`src/hw/rtl/fmprc_pkg.sv`:
```
// ============================================================================
// First-match packet rule classifier package
// Word types, operation and cause codes, and protocol constants.
// ============================================================================
`default_nettype none

package fmprc_pkg;

    localparam int FMPRC_RULE_SLOTS = 64;

    localparam logic [1:0] OP_CLEAR    = 2'd0;
    localparam logic [1:0] OP_ADD      = 2'd1;
    localparam logic [1:0] OP_CLASSIFY = 2'd2;

    localparam logic [2:0] CAUSE_HIT        = 3'd0;
    localparam logic [2:0] CAUSE_XMAS       = 3'd1;
    localparam logic [2:0] CAUSE_IRRELEVANT = 3'd2;
    localparam logic [2:0] CAUSE_DEFAULT    = 3'd3;
    localparam logic [2:0] CAUSE_NONE       = 3'd4;

    localparam logic [8:0] PROTO_ICMP = 9'd1;
    localparam logic [8:0] PROTO_TCP  = 9'd6;
    localparam logic [8:0] PROTO_UDP  = 9'd17;
    localparam logic [8:0] PROTO_ANY  = 9'd256;

    localparam logic [3:0] IP_VERSION_6 = 4'd6;
    localparam logic [2:0] XMAS_FLAGS   = 3'b111;

    typedef struct packed {
        logic [1:0]  operation;
        logic [31:0] src_addr;
        logic [31:0] dst_addr;
        logic [5:0]  src_prefix_len;
        logic [5:0]  dst_prefix_len;
        logic [15:0] sport;
        logic [15:0] dport;
        logic [8:0]  protocol;
        logic [1:0]  ack_mode;
        logic [2:0]  tcp_flags;
        logic [3:0]  ip_version;
        logic        rule_action;
    } in_word_t;

    typedef struct packed {
        logic       verdict;
        logic [2:0] decision_cause;
        logic [5:0] hit_index;
        logic       table_full;
        logic [6:0] stored_count;
    } out_word_t;

    typedef struct packed {
        logic [31:0] src_addr;
        logic [31:0] dst_addr;
    } rule_addr_t;

    typedef struct packed {
        logic        action;
        logic [1:0]  ack_mode;
        logic [8:0]  protocol;
        logic [15:0] dport;
        logic [15:0] sport;
        logic [5:0]  dst_prefix_len;
        logic [5:0]  src_prefix_len;
    } rule_fields_t;

endpackage

`default_nettype wire

```
`src/hw/rtl/fmprc_rule_match.sv`:
```
// ============================================================================
// Rule match
// Compares one stored rule against the packet held for classification.
// ============================================================================
`default_nettype none

module fmprc_rule_match
    import fmprc_pkg::*;
(
    input  wire in_word_t     pkt,
    input  wire rule_addr_t   rule_addr,
    input  wire rule_fields_t rule_fields,
    output logic              match
);

    logic [31:0] src_mask;
    logic [31:0] dst_mask;
    logic        src_ok;
    logic        dst_ok;
    logic        proto_ok;
    logic        sport_ok;
    logic        dport_ok;
    logic        ack_ok;

    // A prefix length of zero gives an empty mask, 32 and above a full one.
    assign src_mask = ~(32'hFFFF_FFFF >> rule_fields.src_prefix_len);
    assign dst_mask = ~(32'hFFFF_FFFF >> rule_fields.dst_prefix_len);

    assign src_ok   = (rule_addr.src_addr == 32'd0) ||
                      ((pkt.src_addr & src_mask) == (rule_addr.src_addr & src_mask));
    assign dst_ok   = (rule_addr.dst_addr == 32'd0) ||
                      ((pkt.dst_addr & dst_mask) == (rule_addr.dst_addr & dst_mask));
    assign proto_ok = (rule_fields.protocol == PROTO_ANY) ||
                      (rule_fields.protocol == pkt.protocol);
    assign sport_ok = (rule_fields.sport == 16'd0) ||
                      (rule_fields.sport == pkt.sport);
    assign dport_ok = (rule_fields.dport == 16'd0) ||
                      (rule_fields.dport == pkt.dport);
    assign ack_ok   = rule_fields.ack_mode[1] ||
                      (rule_fields.ack_mode[0] == pkt.ack_mode[0]);

    assign match = src_ok && dst_ok && proto_ok && sport_ok && dport_ok && ack_ok;

endmodule

`default_nettype wire

```
`config.mk`:
```
export PLATFORM = sky130hd
export DESIGN_NAME = fmprc_rule_match
export DESIGN_NICKNAME = d
export VERILOG_FILES = /design/src/hw/rtl/fmprc_pkg.sv /design/src/hw/rtl/fmprc_rule_match.sv
export SDC_FILE = /design/constraint.sdc
export NUM_CORES = 1
export LEC_CHECK = 0
export ABC_CLOCK_PERIOD_IN_PS = 2900
export BUFFER_PORTS_ARGS = -buffer_cell sky130_fd_sc_hd__buf_4
export CAP_MARGIN = 20
export CORE_ASPECT_RATIO = 0.9
export CORE_MARGIN = 4
export CORE_UTILIZATION = 25
export DETAILED_ROUTE_END_ITERATION = 12
export PLACE_DENSITY = 0.66
export SYNTH_ARGS = -nofsm -noshare
export SYNTH_HDL_FRONTEND = slang
export SYNTH_SLANG_ARGS = --single-unit
```
`constraint.sdc`:
```
create_clock -name vclk -period 2.9
set_input_delay 0.58 -clock vclk [all_inputs]
set_output_delay 0.58 -clock vclk [all_outputs]
set_load 0.01 [all_outputs]
```
Word-level counts from Yosys, hierarchy flattened --
Cells that the tools add are included.
Word-level totals: register bits after elaboration 0, input bits 249, output and inout port bits 1, logic and storage cells 30
Operators by class: eq/ne operators 7, shift-type cells 2, bitwise operators 6, reduce and logical (&&, ||, !) cells 15
Operators by type and width (number):
- 32-bit AND | 4
- 32-bit equality test | 2
- 32-bit zero test | 2
- 32-bit inverter | 2
- 32-bit by 6-bit right shift with 32-bit output (first input constant) | 2
- 16-bit equality test | 2
- 16-bit zero test | 2
- 9-bit equality test | 1
- 9-bit equality test (second input constant) | 1
- 1-bit logical OR | 6
- 1-bit logical AND | 5
- 1-bit equality test | 1

Longest topological paths before layout --
depth in word-level cells 10, gate-level depth with buffers 8, mapped depth without buffers 6

Worst setup path before layout --
No wires, ideal clock.
path kind input-to-output, start point input rule_fields[10] in the netlist's numbering, end point output match, arrival time 2.087 ns, path slack 0.233 ns, stages 7, buffers on the path 1, cell sequence buf_2 -> or4_4 -> a32oi_1 -> o21ai_1 -> nor4_2 -> o2111ai_1 -> a221oi_2
On the way: longest elaborated chain between the ends 10
Ends and longest elaborated chain:
- start, declared | line fmprc_rule_match.sv:12 | input wire rule_fields_t rule_fields,
- 32-bit by 6-bit right shift with 32-bit output * | line fmprc_rule_match.sv:27 | assign dst_mask = ~(32'hFFFF_FFFF >> rule_fields.dst_prefix_len);
- 32-bit inverter * | line fmprc_rule_match.sv:27
- 32-bit AND | line fmprc_rule_match.sv:32 | ((pkt.dst_addr & dst_mask) == (rule_addr.dst_addr & dst_mask));
- 32-bit equality test * | line fmprc_rule_match.sv:32
- 1-bit logical OR * | line fmprc_rule_match.sv:31 | assign dst_ok = (rule_addr.dst_addr == 32'd0) ||
- 1-bit logical AND * (5 in series) | line fmprc_rule_match.sv:42 | assign match = src_ok && dst_ok && proto_ok && sport_ok && dport_ok && ack_ok;
- end, declared | line fmprc_rule_match.sv:13 | output logic match
Every way passes the cells marked *; elsewhere a longest branch is shown, timed or not.

Worst setup path after layout --
start point input rule_fields[11] in the netlist's numbering, end point output match
Same word-level chain as after synthesis.

==> summary.md <==
| Metric | Value |
|---|---|
| Status | `complete, but fails checks` |
| Failing checks | `setup timing` |
| Area taken by flip-flops and latches | `0 µm²` |
| Overall fraction of global-route tracks in use | `19.01%` |
| Initial antenna violation count | `0` |
| Post-Place Cells | `663` |
| Layout sequential cell count | `0` |
| Capturing element type of the critical path | `primary output` |
| Post-route non-filler standard cell count | `663` |
| Sw Pwr | `244.6 µW` |
| DR vias/cell | `5.059` |
| Required time at the worst-slack endpoint | `2.32 ns` |
| Min setup slack post-route | `-0.08640 ns` |
| Share of layout cells above drive strength 1 | `49.64%` |
| FMAX | `334.9 MHz` |
| Critical path class | `input pin to primary output` |
| Number of design-rule violations left by the first detailed-router iteration | `122` |
| Number of vias after detailed routing | `3,354` |
| Cells after synthesis | `306` |
| Number of I/O port buffers | `226` |
| Number of global-route vias before repair | `3,630` |
| Clock power share | `0%` |
| Routed wire length | `10,510 µm` |
| Area of the placeable core | `0.008223 mm²` |
| Final weighted congestion of routability-driven global placement | `0.9082` |
| Post-route fraction of the period consumed by the critical path | `103.0%` |
| Register area share after synthesis | `0%` |
| Post-DRT Antenna Nets | `0` |
| Number of placement rows | `31` |
| Unique masters post-synth | `50` |
| Cts hold-fix bufs | `0` |
| Worst-path fanout max | `3` |
| Time the worst path needs with I/O delays and setup | `2.986 ns` |
| Netlist area before placement | `0.002161 mm²` |
| Pleak | `0.001892 µW` |
| Class of the tightest hold or removal check | `input pin to primary output` |
| Initial core utilization | `26.28%` |
| Max cap viols | `0` |
| Clock buffer count in the final layout | `0` |
| DRC violations left | `0` |
| Crit path launch type | `input pin` |
| Wire length of the first global-routing pass | `16,100 µm` |
| Worst slack after detailed placement | `-0.06800 ns` |
| Power Density | `140.9 mW/mm²` |
| Combinational share of power | `100.0%` |
| Mean post-synth cell area | `7.062 µm²` |
| Part of the power in registers | `0%` |
| Setup violation total in the final timing report | `1` |
| Post-Syn Nets | `555` |
| Arrival time reported for the critical path endpoint | `2.41 ns` |
| Die outline width | `106 µm` |
| Detailed-placement wirelength estimate | `9781 µm` |
| Total of warnings raised by yosys | `0` |
| Worst setup path startpoint | `rule_fields[11]` |
| VDD IR-drop max | `0.00007113 V` |
| # nets final | `799` |
| Largest net degree at the start of global routing | `11` |
| Synthesis-to-finish area growth | `93.86%` |
| Overflow left after global routing | `0` |
| Worst Tran Pin Value | `0.4908 ns` |
| Proportion of total power due to net switching | `41.42%` |
| Post-detailed-route wirelength per cell | `15.85 µm` |
| Drt pass-1 iters | `4` |
| IO Count | `250` |
| Ant diodes | `0` |
| Number of pins with negative max-slew slack in the final report | `0` |
| Die Outline Area | `0.01020 mm²` |
| Relative slew slack | `66.98%` |
| Number of hold-slack violations in the final timing report | `0` |
| Setup repair after global routing missed its margin | `yes` |
| Y dimension of the die | `96.20 µm` |
| Min-Delay Startpoint | `rule_fields[54]` |
| Cell Int Power | `345.8 µW` |
| Count of buffers added by post-CTS timing repair for setup | `0` |
## per-stage QoR
step	setup TNS, ns	hold slack (ns)	instance area [µm²]	power, µW	util (%)
after floorplan	0	1.369	2161	220.5	-
after global placement	-0.05956	1.678	4169	576.6	50.70
after detailed placement	-0.06800	1.676	4169	584.7	50.70
after CTS	-0.06409	1.677	4169	587.3	50.70
after global routing	-0.1825	1.697	4189	644.4	50.94
final	-0.08640	1.658	4189	590.4	50.94
## cell usage in the layout (no fill, tap or decap), types with 2 or more instances in the layout
cell type	n
buf_4	257
xor2_1	85
nor4_1	37
a21oi_1	23
xnor2_1	21
o21ai_0	16
nor2_1	14
nand4_1	11
a211oi_1	6
nor3_1	6
o21ai_1	5
o22ai_1	4
o21a_1	3
nand3_1	3
o2111ai_1	3
nand2_1	3
or3_1	3
or2_2	2
and2_1	2
o31a_1	2
and3_1	2
o21bai_1	2
nor4b_2	2
nor2b_1	2
nor4_2	2
o221ai_1	2
o211ai_1	2
a21o_1	2
a21oi_2	2
or4_1	2
a21boi_0	2
## timing repair
action / 4_1_cts / 5_1_grt
endpoints found under the setup margin: 1 / 1
hold endpoints to repair: 0 / 0
gates resized for setup: 0 / 5
pin swaps: 1 / 2
## final timing paths
check / endpoint / slack, ns / cells after the start
worst min-delay path: match / 1.66 / 4
worst max-delay path: match / -0.09 / 8
## power groups by stage
stage / Clock (µW) / Combinational, µW / Sequential (µW)
final: 0 / 590 / 0
after global routing: 0 / 644 / 0
after CTS: 0 / 587 / 0
after detailed placement: 0 / 585 / 0
after global placement: 0 / 577 / 0
after floorplan: 0 / 220 / 0
## cell type report
type	count	area, µm²
inverters	1	3.754
fillers	809	4034
repair buffers	258	1949
multi-input cells	289	2092
well taps	115	143.9
## kinds of logic after synthesis
group	after synthesis	share of synthesized area (%)
buf+inv	17	4.111
simple gates	97	27.33
xor+xnor	106	42.96
compound gates	86	25.59
## metal layers
layer / share of wire, % / global-route usage [%] / up-vias / routed length (µm)
li1: - / - / 1653 / -
met1: 38 / 21.98 / 1524 / 3984
met2: 53 / 37.79 / 163 / 5614
met3: 7.2 / 2.951 / 14 / 758
met4: 1.4 / 2.589 / 0 / 152
met5: 0 / 0 / - / 0
## critical path, cell delays in order
cell and delay, ns:
buf_4 0.12, or4_4 0.54, a32oi_1 0.16, o21ai_1 0.10
nor4_2 0.32, o2111ai_1 0.18, a221oi_2 0.24, buf_4 0.16
## Yosys cell counts (2+ instances only)
master / instances / area (µm²)
xor2_1: 85 / 744.5
nor4_1: 37 / 231.5
a21oi_1: 25 / 125.1
xnor2_1: 21 / 183.9
o21ai_0: 16 / 80.08
nor2_1: 14 / 52.55
nand4_1: 11 / 68.82
buf_2: 8 / 40.04
a211oi_1: 6 / 45.04
clkbuf_1: 6 / 22.52
nor3_1: 6 / 30.03
o21ai_1: 6 / 30.03
o22ai_1: 4 / 25.02
nand2_1: 3 / 11.26
nand3_1: 3 / 15.01
o2111ai_1: 3 / 26.28
o21a_1: 3 / 22.52
or3_1: 3 / 18.77
a21boi_0: 2 / 15.01
a21o_1: 2 / 15.01
and2_1: 2 / 12.51
and3_1: 2 / 12.51
buf_6: 2 / 22.52
nor2b_1: 2 / 12.51
nor4_2: 2 / 25.02
o211ai_1: 2 / 15.01
o21bai_1: 2 / 15.01
o221ai_1: 2 / 17.52
o31a_1: 2 / 17.52
or2_1: 2 / 12.51
or2_2: 2 / 12.51
or4_1: 2 / 15.01
Note: power is estimated with default switching activity, not from simulation.
